[src/rtl/htfe_pkg.sv]
// htfe_pkg: shared constants and types for the head/tail frame extractor
// no dependencies; imported by htfe_regs and head_tail_frame_extractor_unit
`default_nettype none

package htfe_pkg;

  // frame buffer and marker geometry
  localparam int unsigned BufDepth  = 1048576;
  localparam int unsigned HeadLen   = 6;
  localparam int unsigned TailLen   = 4;
  localparam int unsigned AddrW     = 20;
  localparam int unsigned LenW      = 21;
  localparam int unsigned CntW      = 3;
  localparam int unsigned HeadW     = 8 * HeadLen;
  localparam int unsigned TailW     = 8 * TailLen;

  // apb register map
  localparam int unsigned PaddrW    = 4;
  localparam int unsigned PdataW    = 64;
  localparam logic        RegHead   = 1'b0;
  localparam logic        RegTail   = 1'b1;

  localparam logic [HeadW-1:0] HeadReset = 48'h6579_6564_6561;
  localparam logic [TailW-1:0] TailReset = 32'h4552_5653;

  typedef struct packed {
    logic [HeadW-1:0] head_pattern;
    logic [TailW-1:0] tail_pattern;
  } htfe_cfg_t;

endpackage

`default_nettype wire

[src/rtl/htfe_regs.sv]
// htfe_regs: apb configuration registers (head and tail patterns)
// depends on htfe_pkg
`default_nettype none

module htfe_regs
  import htfe_pkg::*;
(
  input  wire logic              clk_i,
  input  wire logic              rst_ni,
  input  wire logic              psel,
  input  wire logic              penable,
  input  wire logic              pwrite,
  input  wire logic [PaddrW-1:0] paddr,
  input  wire logic [PdataW-1:0] pwdata,
  output logic      [PdataW-1:0] prdata,
  output logic                   pready,
  output htfe_cfg_t              cfg_o
);

  logic       wr_en;
  logic       reg_sel;
  htfe_cfg_t  cfg_q;

  assign pready  = 1'b1;
  assign wr_en   = psel && penable && pwrite;
  // register index sits on address bit 3 (8-byte spacing)
  assign reg_sel = paddr[3];

  always_ff @(posedge clk_i or negedge rst_ni) begin
    if (!rst_ni) begin
      cfg_q.head_pattern <= HeadReset;
      cfg_q.tail_pattern <= TailReset;
    end else if (wr_en) begin
      unique case (reg_sel)
        RegHead: cfg_q.head_pattern <= pwdata[HeadW-1:0];
        RegTail: cfg_q.tail_pattern <= pwdata[TailW-1:0];
        default: ;
      endcase
    end
  end

  always_comb begin
    unique case (reg_sel)
      RegHead: prdata = {{(PdataW-HeadW){1'b0}}, cfg_q.head_pattern};
      RegTail: prdata = {{(PdataW-TailW){1'b0}}, cfg_q.tail_pattern};
      default: prdata = '0;
    endcase
  end

  assign cfg_o = cfg_q;

endmodule

`default_nettype wire

[src/rtl/head_tail_frame_extractor_unit.sv]
// head_tail_frame_extractor_unit: top level of the head/tail frame extractor
// depends on htfe_pkg and htfe_regs
//
// channel | direction | payload                                   | handshake
// in      | input     | byte_in, chunk_end                        | in_valid_i / in_stall_o
// out     | output    | write_enable/address/data, frame_done,    | out_valid_o / out_stall_i
//         |           | frame_length, overflow_error              |
// cfg     | input     | apb, 64-bit data, regs at 0x0 and 0x8     | psel/penable, pready=1
//
// one byte per cycle sustained while the result is not stalled
// the byte sits in an input register, then one pass of head/tail logic fills the result register
// the match count, store index and last-four shift register update as the result register loads
// reset clears all control state and loads the default head and tail patterns
// a stalled result holds the input register; one more byte is still taken if that register was empty
`default_nettype none

module head_tail_frame_extractor_unit
  import htfe_pkg::*;
(
  input  wire logic              clk_i,
  input  wire logic              rst_ni,
  // input channel
  input  wire logic              in_valid_i,
  output logic                   in_stall_o,
  input  wire logic [7:0]        byte_in_i,
  input  wire logic              chunk_end_i,
  // output channel
  output logic                   out_valid_o,
  input  wire logic              out_stall_i,
  output logic                   write_enable_o,
  output logic      [AddrW-1:0]  write_address_o,
  output logic      [7:0]        write_data_o,
  output logic                   frame_done_o,
  output logic      [LenW-1:0]   frame_length_o,
  output logic                   overflow_error_o,
  // configuration port
  input  wire logic              psel,
  input  wire logic              penable,
  input  wire logic              pwrite,
  input  wire logic [PaddrW-1:0] paddr,
  input  wire logic [PdataW-1:0] pwdata,
  output logic      [PdataW-1:0] prdata,
  output logic                   pready
);

  htfe_cfg_t cfg;

  htfe_regs u_regs (
    .clk_i   (clk_i),
    .rst_ni  (rst_ni),
    .psel    (psel),
    .penable (penable),
    .pwrite  (pwrite),
    .paddr   (paddr),
    .pwdata  (pwdata),
    .prdata  (prdata),
    .pready  (pready),
    .cfg_o   (cfg)
  );

  // input register
  logic       s1_valid_q, s1_valid_d;
  logic [7:0] s1_byte_q;
  logic       s1_last_q;
  logic       in_xfer;
  logic       advance;   // input register moves into the result register

  // frame state
  logic [CntW-1:0]  match_cnt_q, match_cnt_d;
  logic [LenW-1:0]  store_idx_q, store_idx_d;
  logic [TailW-1:0] last4_q, last4_d;

  // result register
  logic             out_valid_q, out_valid_d;
  logic             we_q, we_d;
  logic [AddrW-1:0] addr_q, addr_d;
  logic [7:0]       data_q, data_d;
  logic             done_q, done_d;
  logic [LenW-1:0]  len_q, len_d;
  logic             ovf_q, ovf_d;

  // per-byte logic
  logic [7:0]       head_byte;
  logic             storing;
  logic [LenW-1:0]  idx_inc;
  logic [TailW-1:0] last4_shift;

  // result register frees when empty or when its transfer completes this cycle
  assign advance    = s1_valid_q && (!out_valid_q || !out_stall_i);
  assign in_stall_o = s1_valid_q && !advance;
  assign in_xfer    = in_valid_i && !in_stall_o;
  assign s1_valid_d = in_xfer || (s1_valid_q && !advance);
  assign out_valid_d = advance || (out_valid_q && out_stall_i);

  always_ff @(posedge clk_i or negedge rst_ni) begin
    if (!rst_ni) begin
      s1_valid_q  <= 1'b0;
      out_valid_q <= 1'b0;
    end else begin
      s1_valid_q  <= s1_valid_d;
      out_valid_q <= out_valid_d;
    end
  end

  always_ff @(posedge clk_i) begin
    if (in_xfer) begin
      s1_byte_q <= byte_in_i;
      s1_last_q <= chunk_end_i;
    end
  end

  // head byte for the current match position, first byte in the top octet
  always_comb begin
    case (match_cnt_q)
      3'd0:    head_byte = cfg.head_pattern[47:40];
      3'd1:    head_byte = cfg.head_pattern[39:32];
      3'd2:    head_byte = cfg.head_pattern[31:24];
      3'd3:    head_byte = cfg.head_pattern[23:16];
      3'd4:    head_byte = cfg.head_pattern[15:8];
      3'd5:    head_byte = cfg.head_pattern[7:0];
      default: head_byte = '0;
    endcase
  end

  assign storing     = (match_cnt_q == CntW'(HeadLen));
  assign idx_inc     = store_idx_q + LenW'(1);
  assign last4_shift = {last4_q[TailW-9:0], s1_byte_q};

  always_comb begin
    match_cnt_d = match_cnt_q;
    store_idx_d = store_idx_q;
    last4_d     = last4_q;
    we_d        = 1'b0;
    addr_d      = '0;
    data_d      = '0;
    done_d      = 1'b0;
    len_d       = '0;
    ovf_d       = 1'b0;
    if (!storing) begin
      // hunt: a mismatching byte is dropped, not retried as a first head byte
      if (s1_byte_q == head_byte) begin
        match_cnt_d = match_cnt_q + CntW'(1);
      end else begin
        match_cnt_d = '0;
        store_idx_d = '0;
        last4_d     = '0;
      end
    end else if (store_idx_q >= LenW'(BufDepth)) begin
      // buffer full: drop the frame and go back to hunt
      ovf_d       = 1'b1;
      match_cnt_d = '0;
      store_idx_d = '0;
      last4_d     = '0;
    end else begin
      we_d        = 1'b1;
      addr_d      = store_idx_q[AddrW-1:0];
      data_d      = s1_byte_q;
      store_idx_d = idx_inc;
      last4_d     = last4_shift;
      // tail only checked on a stored chunk-end byte with more than the tail stored
      if (s1_last_q && (idx_inc > LenW'(TailLen)) && (last4_shift == cfg.tail_pattern)) begin
        done_d      = 1'b1;
        len_d       = idx_inc;
        match_cnt_d = '0;
        store_idx_d = '0;
        last4_d     = '0;
      end
    end
  end

  always_ff @(posedge clk_i or negedge rst_ni) begin
    if (!rst_ni) begin
      match_cnt_q <= '0;
      store_idx_q <= '0;
      last4_q     <= '0;
    end else if (advance) begin
      match_cnt_q <= match_cnt_d;
      store_idx_q <= store_idx_d;
      last4_q     <= last4_d;
    end
  end

  always_ff @(posedge clk_i) begin
    if (advance) begin
      we_q   <= we_d;
      addr_q <= addr_d;
      data_q <= data_d;
      done_q <= done_d;
      len_q  <= len_d;
      ovf_q  <= ovf_d;
    end
  end

  assign out_valid_o      = out_valid_q;
  assign write_enable_o   = we_q;
  assign write_address_o  = addr_q;
  assign write_data_o     = data_q;
  assign frame_done_o     = done_q;
  assign frame_length_o   = len_q;
  assign overflow_error_o = ovf_q;

  // a completed frame is always the stored byte at its last address
  a_done_is_write: assert property (@(posedge clk_i) disable iff (!rst_ni)
    out_valid_q && done_q |-> we_q && (len_q == ({1'b0, addr_q} + LenW'(1))))
    else $error("frame done without matching write");

  // an overflow never stores the byte
  a_ovf_no_write: assert property (@(posedge clk_i) disable iff (!rst_ni)
    out_valid_q && ovf_q |-> !we_q && !done_q)
    else $error("overflow result also writes");

  // frame end or overflow leaves the state back in hunt
  a_back_to_hunt: assert property (@(posedge clk_i) disable iff (!rst_ni)
    out_valid_q && (done_q || ovf_q) |-> (match_cnt_q == '0) && (store_idx_q == '0))
    else $error("state not cleared after frame end");

  // the index never runs past the buffer depth and the match count never past the head length
  a_idx_bound: assert property (@(posedge clk_i) disable iff (!rst_ni)
    (store_idx_q <= LenW'(BufDepth)) && (match_cnt_q <= CntW'(HeadLen)))
    else $error("frame state out of range");

  // the input register is held while the result is stalled
  a_hold_on_stall: assert property (@(posedge clk_i) disable iff (!rst_ni)
    out_valid_q && out_stall_i && s1_valid_q |=> s1_valid_q && $stable(s1_byte_q))
    else $error("input register lost under stall");

endmodule

`default_nettype wire
[config.mk]
export PLATFORM = sky130hd
export DESIGN_NAME = head_tail_frame_extractor_unit
export DESIGN_NICKNAME = d
export VERILOG_FILES = /design/src/rtl/htfe_pkg.sv /design/src/rtl/htfe_regs.sv /design/src/rtl/head_tail_frame_extractor_unit.sv
export SDC_FILE = /design/constraint.sdc
export NUM_CORES = 1
export LEC_CHECK = 0
export ABC_AREA = 1
export BUFFER_PORTS_ARGS = -buffer_cell sky130_fd_sc_hd__buf_2
export CAP_MARGIN = 20
export CORE_MARGIN = 1.5
export CORE_UTILIZATION = 40
export CTS_CLUSTER_SIZE = 24
export DETAILED_ROUTE_END_ITERATION = 8
export SYNTH_ARGS = -nofsm -noshare
export SYNTH_HDL_FRONTEND = slang
export SYNTH_SLANG_ARGS = --single-unit
[constraint.sdc]
create_clock -name clk_i -period 4 [get_ports clk_i]
set_input_delay 0.2 -clock clk_i [delete_from_list [all_inputs] [get_ports clk_i]]
set_output_delay 0.2 -clock clk_i [all_outputs]
set_load 0.01 [all_outputs]
# == After elaboration in Yosys (flattened, before gate mapping) ==
# Index checks and enable logic that the tools add are counted.
# totals
ramBits,0
latch_bits,0
out_inout_bits,119
wordCells,71
register_bits,191
memories,0
rom_bits,0
# classes
shifts,0
magnitude_cmp,2
n_div,0
addsub,2
n_reduce_logical,22
mul,0
bitwise,3
n_eq_ne,10
n_mux,17
# ops
operator,n
$pmux W64 S2,1
$mux W24,4
$mux W21,4
$pmux W8 S6,1
$eq A32 B32 Y1,1
$add A21 B1 Y21 const B,1
$ge A21 B21 Y1 const B,1
$gt A21 B3 Y1 const B,1
$mux W3,4
$eq A3 B3 Y1 const B,3
$eq A8 B8 Y1,1
$logic_and A1 B1 Y1,8
$reduce_and A2 Y1,4
$eq A3 B2 Y1 const B,2
$logic_not A1 Y1,4
$add A3 B1 Y3 const B,1
$eq A3 B1 Y1 const B,1
$logic_not A3 Y1,1
$logic_or A1 B1 Y1,3
$mux W1,3
$ne A3 B1 Y1 const B,1
$not A1 Y1,3
$reduce_or A3 Y1,1
$ne A2 B2 Y1 const B,1
$reduce_or A2 Y1,1

# == Logic depth before layout (Yosys ltp) ==
# Gate-level depths: netlist of the first run.
# logic_depth
ltp_word,8
ltp_mapped,18
ltp_nobuf,17

# == Cells and area by module ==
# A second synthesis of the first run with hierarchy kept.
# unflattened
cells_unflattened,1374
hier_area_um2,10289.9
# by_module_without_submodules
mod,area_each_um2,cells_per_inst,instances,seq_area_each_um2
head_tail_frame_extractor_unit,6417.4,868,1,3083.0
htfe_regs,3872.5,506,1,2048.2

# == Worst setup path before layout of the first run ==
# No wires, ideal clock.
# synth_timing
path_kind,register -> register
start,reg out_valid_q (netlist: out_valid_o)
end,reg match_cnt_q[0]
t_required_ns,3.875
path_slack_ns,1.049
arrival_ns,2.827
setup_time_ns,0.125
path_buffers,1
stages_incl_launch_ff,6
path_cell_list,dfrtp_1 > a21oi_1 > clkbuf_1 > nand2_1 > nand2_1 > nand2_1
# synth_via
elab_chain_len,4
# synth_lines
element,line,text
start: declaration,head_tail_frame_extractor_unit.sv:74,"logic out_valid_q, out_valid_d;"
start signal: assignment,head_tail_frame_extractor_unit.sv:101,out_valid_q <= out_valid_d;
$logic_not A1 Y1,head_tail_frame_extractor_unit.sv:89,assign advance = s1_valid_q && (!out_valid_q || !out_stall_i);
$logic_or A1 B1 Y1,head_tail_frame_extractor_unit.sv:89,
$logic_and A1 B1 Y1,head_tail_frame_extractor_unit.sv:89,
named net advance,head_tail_frame_extractor_unit.sv:66,logic advance;
$reduce_and A2 Y1 (no source line),--,
end signal: assignment,head_tail_frame_extractor_unit.sv:177,match_cnt_q <= match_cnt_d;
end: declaration,head_tail_frame_extractor_unit.sv:69,"logic [CntW-1:0] match_cnt_q, match_cnt_d;"
# The timed path passes the listed nets, and every way through them passes these cells.
# A chain may end at the register's enable or synchronous reset.

# == Final worst setup path of the first run ==
# layout_timing
start,reg match_cnt_q[0]
end,reg store_idx_q[6]
# layout_via
elab_chain_len,5
elab_cells_between_ends,12
classes_between,eq/ne: 8; mux: 2; reduce/logical: 2
# layout_lines
element,line,text
"$eq A3 B3 Y1, or another cell as far along",head_tail_frame_extractor_unit.sv:114,case (match_cnt_q)
$pmux W8 S6,head_tail_frame_extractor_unit.sv:114,
$eq A8 B8 Y1,head_tail_frame_extractor_unit.sv:141,if (s1_byte_q == head_byte) begin
$ne A2 B2 Y1 (no source line),--,
$reduce_and A2 Y1 (no source line),--,
end signal: assignment,head_tail_frame_extractor_unit.sv:178,store_idx_q <= store_idx_d;
end: declaration,head_tail_frame_extractor_unit.sv:70,"logic [LenW-1:0] store_idx_q, store_idx_d;"
# Several ways; a longest one is shown, not always the timed one.

==> results_dict.tcl, run 1 <==
set metrics [dict create \
    cts_sinks 191 \
    r2r_cells 16 \
    dieArea_um2 25280 \
    place.detailed.hpwl_um 18270 \
    whs_ps 5.128 \
    worstMarginPinSlew_ps 958.2 \
    power_density_nw_per_um2 416.1 \
    area_growth_pct 19.71 \
    track_usage 0.2000 \
    max-slew-margin-rel 0.3605 \
    path_clk_slew_ps 70 \
    cpPeakStageDelay_ps 430 \
    r2r-start "match_cnt_q[0]" \
    nets 1433 \
    crit_path_end "store_idx_q[6]" \
    cts_setup_buffers 0 \
    period_share 0.7505 \
    drive_gt1_frac 0.2310 \
    drt-initial-drc-count 585 \
    r2r-end "store_idx_q[6]" \
    layout_min_cycle_time_ps 3002 \
    fmax_mhz 333.1 \
    fp-row-count 56 \
    grt_pass1_wl_um 40030 \
    syn_inst 1168 \
    yosysSeqAreaShare 0.5272 \
    peakVddDrop_mv 0.2702 \
    yosys.area.top_type "dfrtp_1" \
    grt_max_degree 98 \
    critPathLaunchType "flop" \
    cp_num_buf_inv 3 \
    cp.required_ps 4360 \
    globalRouteOverflowTotal 0 \
    cts_tree "yes" \
    cp_max_fo 25 \
    cts.htree.levels 4 \
    reg2reg_slack_ps 1000 \
    io_pins 203 \
    port_buffers 166 \
    fin_ws_ps 998.2 \
    drtAntennaViolNets 0 \
    async_flop_share 0.6806 \
    crit_chain "inv_1 > ha_1 > nand2_1 > inv_1 > nand2_1 > nand2_1 > nor2_1 > nand2_1 > a21boi_0 > nand2_1 > nor2_1 > nand3_1 > nand2_2 > buf_4 > nand2_1 > o21ai_2" \
    finalWirelength_um 25290 \
    synth_top_area_share 0.2391 \
    antenna_found_initial 0 \
    synth.area.top_cells "dfrtp_1 (24%), edfxtp_1 (19%), nand2_1 (12%)" \
    cp.depth 16 \
    final.setup.tns_ps 0 \
    status "finished clean" \
    core_um2 23680 \
    synth_flop_cell "dfrtp_1" \
    wl_per_cell_um 15.10 \
    slew_viol_final 0 \
    gp_congestion 0.9023 \
    start_util 0.4110 \
    skew_ps 14.65 \
    drcViolationCount 0 \
    cts_buffers 17 \
    syn_area_um2 9733 \
    routed_via_density 4.841 \
    synth_cell_types 36 \
    clk_latency_ps 440 \
    firstDrtPassIters 5 \
    cts_buffer_depth 2 \
    route.vias.total 8104 \
    die_h_um 159.0 \
    p_leak_nw 5.453 \
    antenna_cells 0 \
    multi_input_area_um2 3771 \
    finalHoldViolCount 0 \
    yosys_warnings 0 \
    synth_edf_count 61 \
    cp-startpoint "match_cnt_q[0]" \
    cp-end-kind "flop" \
    grt_pass1_vias 7629 \
    crit_top_cell "nand2_1" \
    finalSetupViolCount 0 \
    ys_ff_latch 191 \
    seq_area_um2 5131 \
    cp_slowest_cell "dfrtp_1" \
    arrival_ps 3360 \
    hold_class "input port to flop" \
    fillCellCount 2383 \
    cap_violations 0 \
    pre_cts_slack_ps 1012 \
    rsz0062_at_grt "false" \
    die_w_um 159.0 \
    worst_path_dominant_cell_family "simple AND/OR/NAND/NOR gates" \
    postSynthAreaPerCell_um2 8.333 \
    worstSetupPathType "flop to flop" \
    cts_root_buffer "clkbuf_16" \
    holdPathStages 3 \
]
## layer usage
layer,vias up,part of all wire,track usage
met4,0,0.014,0.04846
met2,215,0.46,0.3224
met5,-,0,0
met3,27,0.046,0.02709
met1,3815,0.48,0.2857
li1,4047,-,-
## power by group
| group | switching (mW) | total [mW] | internal (mW) |
|---|---|---|---|
| Sequential | 0.142 | 2.41 | 2.26 |
| Clock | 0.824 | 1.70 | 0.880 |
| Combinational | 0.455 | 0.739 | 0.284 |
| Total | 1.42 | 4.85 | 3.43 |
## cell usage after synthesis, types with 5 or more instances
| master | instances |
|---|---|
| buf_4 | 19 |
| o21ai_2 | 34 |
| buf_2 | 9 |
| o22ai_1 | 6 |
| buf_6 | 5 |
| a21oi_1 | 22 |
| xor2_1 | 6 |
| nor2_1 | 133 |
| dfstp_2 | 37 |
| or2_2 | 5 |
| nand3b_1 | 9 |
| ha_1 | 7 |
| o21ai_0 | 111 |
| dfrtp_1 | 93 |
| nand2_2 | 6 |
| nand2_1 | 304 |
| xnor2_1 | 12 |
| inv_1 | 138 |
| a21oi_2 | 7 |
| nand4_1 | 14 |
| clkbuf_1 | 31 |
| nand3_1 | 70 |
| nor2_4 | 5 |
| edfxtp_1 | 61 |
## stage by stage
stage,power [mW],util,cells,cell area [um2]
after floorplan,2.849,-,1183,9789
after global placement,3.151,0.4547,1612,10770
after detailed placement,3.161,0.4547,1612,10770
after CTS,4.878,0.4920,1674,11650
after global routing,5.065,0.4920,1674,11650
final,4.848,0.4920,1674,11650
## state kept, by name, indices dropped and copies added (netlist names), 3 cells and up
signal,flops
frame_length_o,21
last4_q,24
match_cnt_q,3
s1_byte_q,8
store_idx_q,21
u_regs.cfg_o,80
write_address_o,20
write_data_o,8
## worst min path at each step
stage | startpoint | endpoint
floorplan | rst_ni | last4_q[0]
global placement | rst_ni | u_regs.cfg_o[34]
detailed placement | rst_ni | u_regs.cfg_o[34]
CTS | pwdata[33] | u_regs.cfg_o[65]
global route | pwdata[8] | u_regs.cfg_o[40]
finish | pwdata[40] | u_regs.cfg_o[72]
## worst register-to-register path: cells and delay by family (launching register included)
kind	cells	cell delay (ps)
AO/OA/AOI/OAI	2	220
adder cells (fa/ha/maj)	1	240
flip-flops	1	430
buffers and inverters	3	530
AND/OR/NAND/NOR	10	1520
## cell usage in the layout, fill, tap and decap left out, types with 9 or more instances in the layout
cell type	count
nand2_1	303
buf_2	165
inv_1	138
nor2_1	133
o21ai_0	111
dfrtp_1	93
nand3_1	70
edfxtp_1	61
dfstp_2	37
o21ai_2	34
dlygate4sd3_1	30
a21oi_1	21
clkbuf_16	18
conb_1	17
nand4_1	14
xnor2_1	12
nand3b_1	9
buf_4	9
## timing repair
item                      4_1_cts  5_1_grt
hold buffers                   30        0
resized for setup               0        0
hold endpoints to repair       50        0
## final cells by class
class                   count  share of cell area
clock buffers              20             0.04016
clock inverters            12            0.009880
inverters                 142             0.04575
multi-input cells         784              0.3237
flip-flops and latches    191              0.4404
well taps                 319             0.03426
repair buffers            206              0.1059
## kinds of logic (layout without fill, tap and decap cells)
group                    count (synthesis)  in the layout  synth area share
flip-flops                             191            191            0.5272
adder cells (fa/ha/maj)                  7              7          0.008998
AO/OA/AOI/OAI                          184            184            0.1115
other                                    2             17         0.0007716
XOR/XNOR                                19             19           0.01787
AND/OR/NAND/NOR                        557            557            0.2412
buffers and inverters                  208            380           0.09256
No activity file was read; power rests on OpenSTA's default activity.
==> run 2, diff against run 1 <==
==> constraint.sdc (replaced) <==
create_clock -name clk_i -period 2.4 [get_ports clk_i]
set_input_delay 0.12 -clock clk_i [delete_from_list [all_inputs] [get_ports clk_i]]
set_output_delay 0.12 -clock clk_i [all_outputs]
set_load 0.01 [all_outputs]
==> run 2 against run 1 <==
Net effect: the flow now finishes with violations (negative setup slack); clock skew is 1.3 ps lower; cell count is 5.1% higher; sequential power is 67% higher; global-route usage is 1.0 points higher; non-clock buffer count is 85 higher; utilization is 6.3 points higher; critical path depth is 1 lower; clock power is 66% higher; final area is 13% higher; first-iteration DRC count is 21% higher; wire length is 8.8% higher; critical path type unchanged; highest routed layer unchanged.
==> results_dict.tcl, run 2 (synthesis gave the netlist of run 1 again) <==
set metrics [dict create \
    arrival_ps 2620 \
    fp-row-count 56 \
    die_w_um 159.0 \
    p_leak_nw 6.072 \
    period_share 1.009 \
    cts_sinks 191 \
    fillCellCount 2205 \
    cts.htree.levels 4 \
    place.detailed.hpwl_um 18830 \
    cts_root_buffer "clkbuf_16" \
    gp_congestion 0.9034 \
    final.setup.tns_ps -51.88 \
    hold_class "input port to asynchronous set/reset pin" \
    drive_gt1_frac 0.3208 \
    port_buffers 166 \
    drt-initial-drc-count 707 \
    final_cell_mix "nand2_1 (274), buf_2 (165), inv_1 (134), nor2_1 (108), o21ai_0 (96)" \
    final_cells 1759 \
    fmax_mhz 412.9 \
    r2r-end "frame_length_o[14]" \
    io_pins 203 \
    max-slew-margin-rel 0.5996 \
    nets 1518 \
    die_h_um 159.0 \
    cp-end-kind "flop" \
    worstMarginPinSlew_ps 600.6 \
    antenna_found_initial 0 \
    cts_tree "yes" \
    fin_util 0.5547 \
    antenna_cells 0 \
    fin_ws_ps -22.16 \
    finalSetupViolCount 7 \
    worstSetupPathType "flop to flop" \
    crit_top_cell "nor2_1" \
    wl_per_cell_um 15.63 \
    slew_viol_final 0 \
    grt_max_degree 97 \
    area_growth_pct 34.97 \
    firstDrtPassIters 5 \
    dieArea_um2 25280 \
    finalHoldViolCount 0 \
    routed_via_density 4.879 \
    clk_latency_ps 440 \
    cp_max_fo 7 \
    crit_chain "buf_6 > nand2_1 > nor2_4 > nand3_4 > nor2_1 > nor2_1 > nor2_1 > nand2_1 > nor2_1 > nand3_1 > nand2_2 > nor2_4 > inv_4 > clkbuf_16 > a21oi_2" \
    skew_ps 13.40 \
    path_clk_slew_ps 80 \
    cts_buffers 17 \
    cap_violations 0 \
    place_area_um2 11150 \
    grt_pass1_wl_um 41910 \
    layout_min_cycle_time_ps 2422 \
    largest_reg_flops 80 \
    final_common_cell "nand2_1" \
    track_usage 0.2102 \
    drtAntennaViolNets 0 \
    core_um2 23680 \
    power_density_nw_per_um2 626.7 \
    drcViolationCount 0 \
    pre_cts_slack_ps -44.32 \
    violations "negative setup slack" \
    cts_buffer_depth 2 \
    grt_pass1_vias 7902 \
    r2r-start "store_idx_q[1]" \
    final_cell_area_um2 13140 \
    start_util 0.4110 \
    route.vias.total 8582 \
    r2r_cells 15 \
    finalWirelength_um 27500 \
    critPathLaunchType "flop" \
    dp_cells 1651 \
    rsz0062_at_grt "true" \
    cp.required_ps 2600 \
    globalRouteOverflowTotal 0 \
    reg2reg_slack_ps -20 \
    status "finished with violations" \
    cpPeakStageDelay_ps 400 \
    cp_slowest_cell "dfrtp_1" \
    peakVddDrop_mv 0.4284 \
]
## run 2: changes by cell type in the layout (fill, tap and decap cells not counted), sizes merged
cell,previous run,this run
clkinv,1,6
buf,176,223
clkbuf,20,25
dlygate4sd3,30,60
clkinvlp,2,1
inv,151,150
## run 2: layer usage
metal  vias to the layer above  part of all wire  track usage
met5                         -                 0            0
met4                         0             0.018      0.06389
met3                        38             0.049      0.03412
met2                       255              0.48       0.3391
met1                      4066              0.45       0.2915
li1                       4223                 -            -
## run 2: worst max-delay path: cells and delay by family (launching register included)
kind	cells	cell delay [ps]
compound gates	1	50
buf+inv	3	420
flops	1	400
simple gates	11	1290
## run 2: through the flow
step	hold slack, ps	power, mW
2_1_floorplan	-175.6	4.746
3_3_place_gp	164.2	5.284
3_5_place_dp	169.4	5.300
4_1_cts	231.0	8.202
5_1_grt	278.6	8.602
6_report	222.2	8.232
## run 2: report_power, final
part | total (mW) | switching (mW) | internal, mW
registers | 4.02 | 0.249 | 3.77
logic | 1.39 | 0.814 | 0.573
clock network | 2.83 | 1.43 | 1.40
## run 2: repair_timing
item,CTS,global route
hold buffers,60,0
gates resized for setup,6,146
pin swaps,2,31
endpoints found under the hold margin,111,0
setup endpoints to repair,69,69
buffers inserted,1,7
cloned,0,9
## run 2: cell type report
type,instances,area (um2),share of cell area
Multi-Input combinational cell,784,4252,0.3237
Inverter,142,540.5,0.04115
Clock buffer,17,425.4,0.03238
Clock inverter,15,162.7,0.01238
Timing Repair Buffer,291,2222,0.1692
Sequential cell,191,5135,0.3909
Tap cell,319,399.1,0.03038
## run 2: worst max-delay path by stage
stage,slack (ps),depth (start not counted),start,endpoint
6_report,-20,15,store_idx_q[1],frame_length_o[14]
5_1_grt,-110,18,match_cnt_q[1],store_idx_q[15]
4_1_cts,-3,15,store_idx_q[0],frame_length_o[17]
3_5_place_dp,-40,18,match_cnt_q[1],match_cnt_q[2]
3_3_place_gp,-20,15,store_idx_q[1],frame_length_o[17]
2_1_floorplan,250,14,store_idx_q[0],frame_length_o[2]
==> run 3, diff against run 2 <==
--- a/config.mk
+++ b/config.mk
@@ -5,12 +5,11 @@
 export SDC_FILE = /design/constraint.sdc
 export NUM_CORES = 1
 export LEC_CHECK = 0
-export ABC_AREA = 1
-export BUFFER_PORTS_ARGS = -buffer_cell sky130_fd_sc_hd__buf_2
+export BUFFER_PORTS_ARGS = -buffer_cell sky130_fd_sc_hd__buf_4
 export CAP_MARGIN = 20
 export CORE_MARGIN = 1.5
 export CORE_UTILIZATION = 40
-export CTS_CLUSTER_SIZE = 24
+export CTS_CLUSTER_SIZE = 14
 export DETAILED_ROUTE_END_ITERATION = 8
 export SYNTH_ARGS = -nofsm -noshare
 export SYNTH_HDL_FRONTEND = slang
==> run 3 against run 2 <==
Net effect: the flow still finishes with violations (negative setup slack); non-clock buffer count grew 101; first-iteration DRC count shrank 37%; sequential power grew 4%; critical path depth shrank 3; highest routed layer unchanged; utilization grew 3.8 points; clock power is essentially flat; critical endpoint is now last4_q[8]; total power grew 8.6%.
==> results_dict.tcl, run 3 <==
set metrics [dict create \
    status "finished with violations" \
    violations "negative setup slack" \
    worstMarginPinSlew_ps 693.0 \
    core_um2 23330 \
    start_util 0.4062 \
    synth.area.top_cells "dfrtp_1 (25%), edfxtp_1 (19%), mux2_2 (14%)" \
    slew_viol_final 0 \
    finalHoldViolCount 0 \
    fin_ws_ps -529.3 \
    cts_buffers 17 \
    track_usage 0.2270 \
    area_growth_pct 45.80 \
    r2r-end "last4_q[8]" \
    hold_class "input port to asynchronous set/reset pin" \
    synth_flop_cell "dfrtp_1" \
    syn_area_um2 9478 \
    grt_pass1_vias 7608 \
    synth_cell_types 67 \
    antenna_cells 0 \
    dieArea_um2 24630 \
    critPathLaunchType "flop" \
    multi_input_area_um2 4334 \
    r2r_cells 12 \
    crit_chain "inv_2 > ha_4 > a222oi_1 > buf_4 > nor2_1 > or3_1 > a22oi_2 > nand4_1 > and2_4 > clkbuf_16 > nand2_1 > o21ai_0" \
    p_leak_nw 5.909 \
    place.detailed.hpwl_um 19470 \
    cp_max_fo 8 \
    layout_min_cycle_time_ps 2929 \
    ys_top_cells_by_count "mux2_2 (118), dfrtp_1 (93), nand2_1 (82), edfxtp_1 (61), dfstp_2 (37)" \
    io_pins 203 \
    cts_root_buffer "clkbuf_16" \
    arrival_ps 3250 \
    cts_sinks 191 \
    wl_per_cell_um 18.27 \
    fillCellCount 1944 \
    final_common_cell "buf_4" \
    fin_util 0.5922 \
    grt_pass1_wl_um 42280 \
    nets 1250 \
    drcViolationCount 0 \
    synth.most_common_cell "mux2_2" \
    largest_reg_flops 80 \
    syn_inst 803 \
    power_density_nw_per_um2 646.7 \
    rsz0062_at_grt "true" \
    worstSetupPathType "flop to flop" \
    postSynthAreaPerCell_um2 11.80 \
    synth_edf_count 61 \
    grt_max_degree 50 \
    final_cell_area_um2 13820 \
    antenna_found_initial 0 \
    grt_busiest_layer "met2" \
    die_w_um 156.9 \
    cp.depth 12 \
    ys_ff_latch 191 \
    finalSetupViolCount 70 \
    yosys_warnings 0 \
    grtUsageMet2 0.3890 \
    die_h_um 156.9 \
    cpPeakStageDelay_ps 420 \
    cp-end-kind "flop" \
    drive_gt1_frac 0.5060 \
    peakVddDrop_mv 0.4254 \
    cts_tree "yes" \
    reg2reg_slack_ps -530 \
    fmax_mhz 341.4 \
    cp-startpoint "match_cnt_q[0]" \
    period_share 1.221 \
    whs_ps 258.4 \
    final.setup.tns_ps -28540 \
    firstDrtPassIters 5 \
    cts.htree.levels 4 \
    cp_num_buf_inv 3 \
    routed_via_density 5.010 \
    max-slew-margin-rel 0.5380 \
    path_clk_slew_ps 80 \
    skew_ps 16.13 \
    grt_use_met1 0.2952 \
    r2r-start "match_cnt_q[0]" \
    clk_latency_ps 450 \
    finalWirelength_um 27240 \
    route.vias.total 7470 \
    place_area_um2 12010 \
    yosysSeqAreaShare 0.5414 \
    synth_top_area_share 0.2455 \
    cp_slowest_cell "dfrtp_1" \
    drt-initial-drc-count 444 \
    cp.required_ps 2720 \
    cts_buffer_depth 2 \
    yosys.area.top_type "dfrtp_1" \
    globalRouteOverflowTotal 0 \
    met3_usage 0.03111 \
    seq_area_um2 5131 \
    drtAntennaViolNets 0 \
    port_buffers 166 \
    async_flop_share 0.6806 \
    worst_path_dominant_cell_family "simple AND/OR/NAND/NOR gates" \
    final_cell_mix "buf_4 (310), mux2_2 (115), dfrtp_1 (93), nand2_1 (79)" \
    crit_path_end "last4_q[8]" \
    cap_violations 0 \
    gp_congestion 0.8814 \
    fp-row-count 56 \
]
[run 3: timing repair]
action,in CTS,in global routing
hold buffers,61,0
endpoints found under the setup margin,70,70
pin swaps,26,16
cloned,2,4
resized for setup,53,45
hold endpoints to repair,117,0
buffers inserted,6,9
[run 3: cell families (layout without fill, tap and decap cells)]
group | after synthesis | count (layout) | share of synthesized area
fa+ha+maj | 7 | 7 | 0.009241
compound gates | 114 | 114 | 0.08264
xor+xnor | 47 | 47 | 0.04343
mux | 120 | 120 | 0.1423
simple gates | 235 | 236 | 0.1315
flops | 191 | 191 | 0.5414
buf+inv | 87 | 440 | 0.04871
other cells | 2 | 17 | 0.0007924
[run 3: routing by layer]
metal,wire length (um),share of wire
met5,0,0
met1,11810,0.43
met3,961,0.035
met4,594,0.022
met2,13870,0.51
[run 3: layout make-up]
cell class	instances	area share
inverter	16	0.004708
multi-input combinational	541	0.3137
timing repair buffer	392	0.2402
clock buffer	19	0.03205
tap	319	0.02888
clock inverter	13	0.009145
sequential	191	0.3713
[run 3: report_power, final]
| part | switching, mW | internal, mW |
|---|---|---|
| combinational | 0.791 | 1.14 |
| sequential | 0.359 | 3.84 |
| clock | 1.32 | 1.48 |
| total | 2.47 | 6.46 |
[run 3: worst min path at each step]
stage / depth (start not counted) / end
6_report: 2 / u_regs.cfg_o[23]
3_3_place_gp: 1 / u_regs.cfg_o[59]
3_5_place_dp: 1 / u_regs.cfg_o[23]
4_1_cts: 2 / u_regs.cfg_o[23]
5_1_grt: 2 / u_regs.cfg_o[23]
2_1_floorplan: 0 / last4_q[0]
[run 3: through the flow]
step / std cells / power, mW / setup WS [ps]
floorplan: 818 / 4.984 / -240.7
global placement: 1378 / 6.013 / -468.9
detailed placement: 1378 / 6.030 / -549.9
CTS: 1478 / 8.938 / -387.7
global route: 1491 / 9.311 / -603.4
finish: 1491 / 8.937 / -529.3
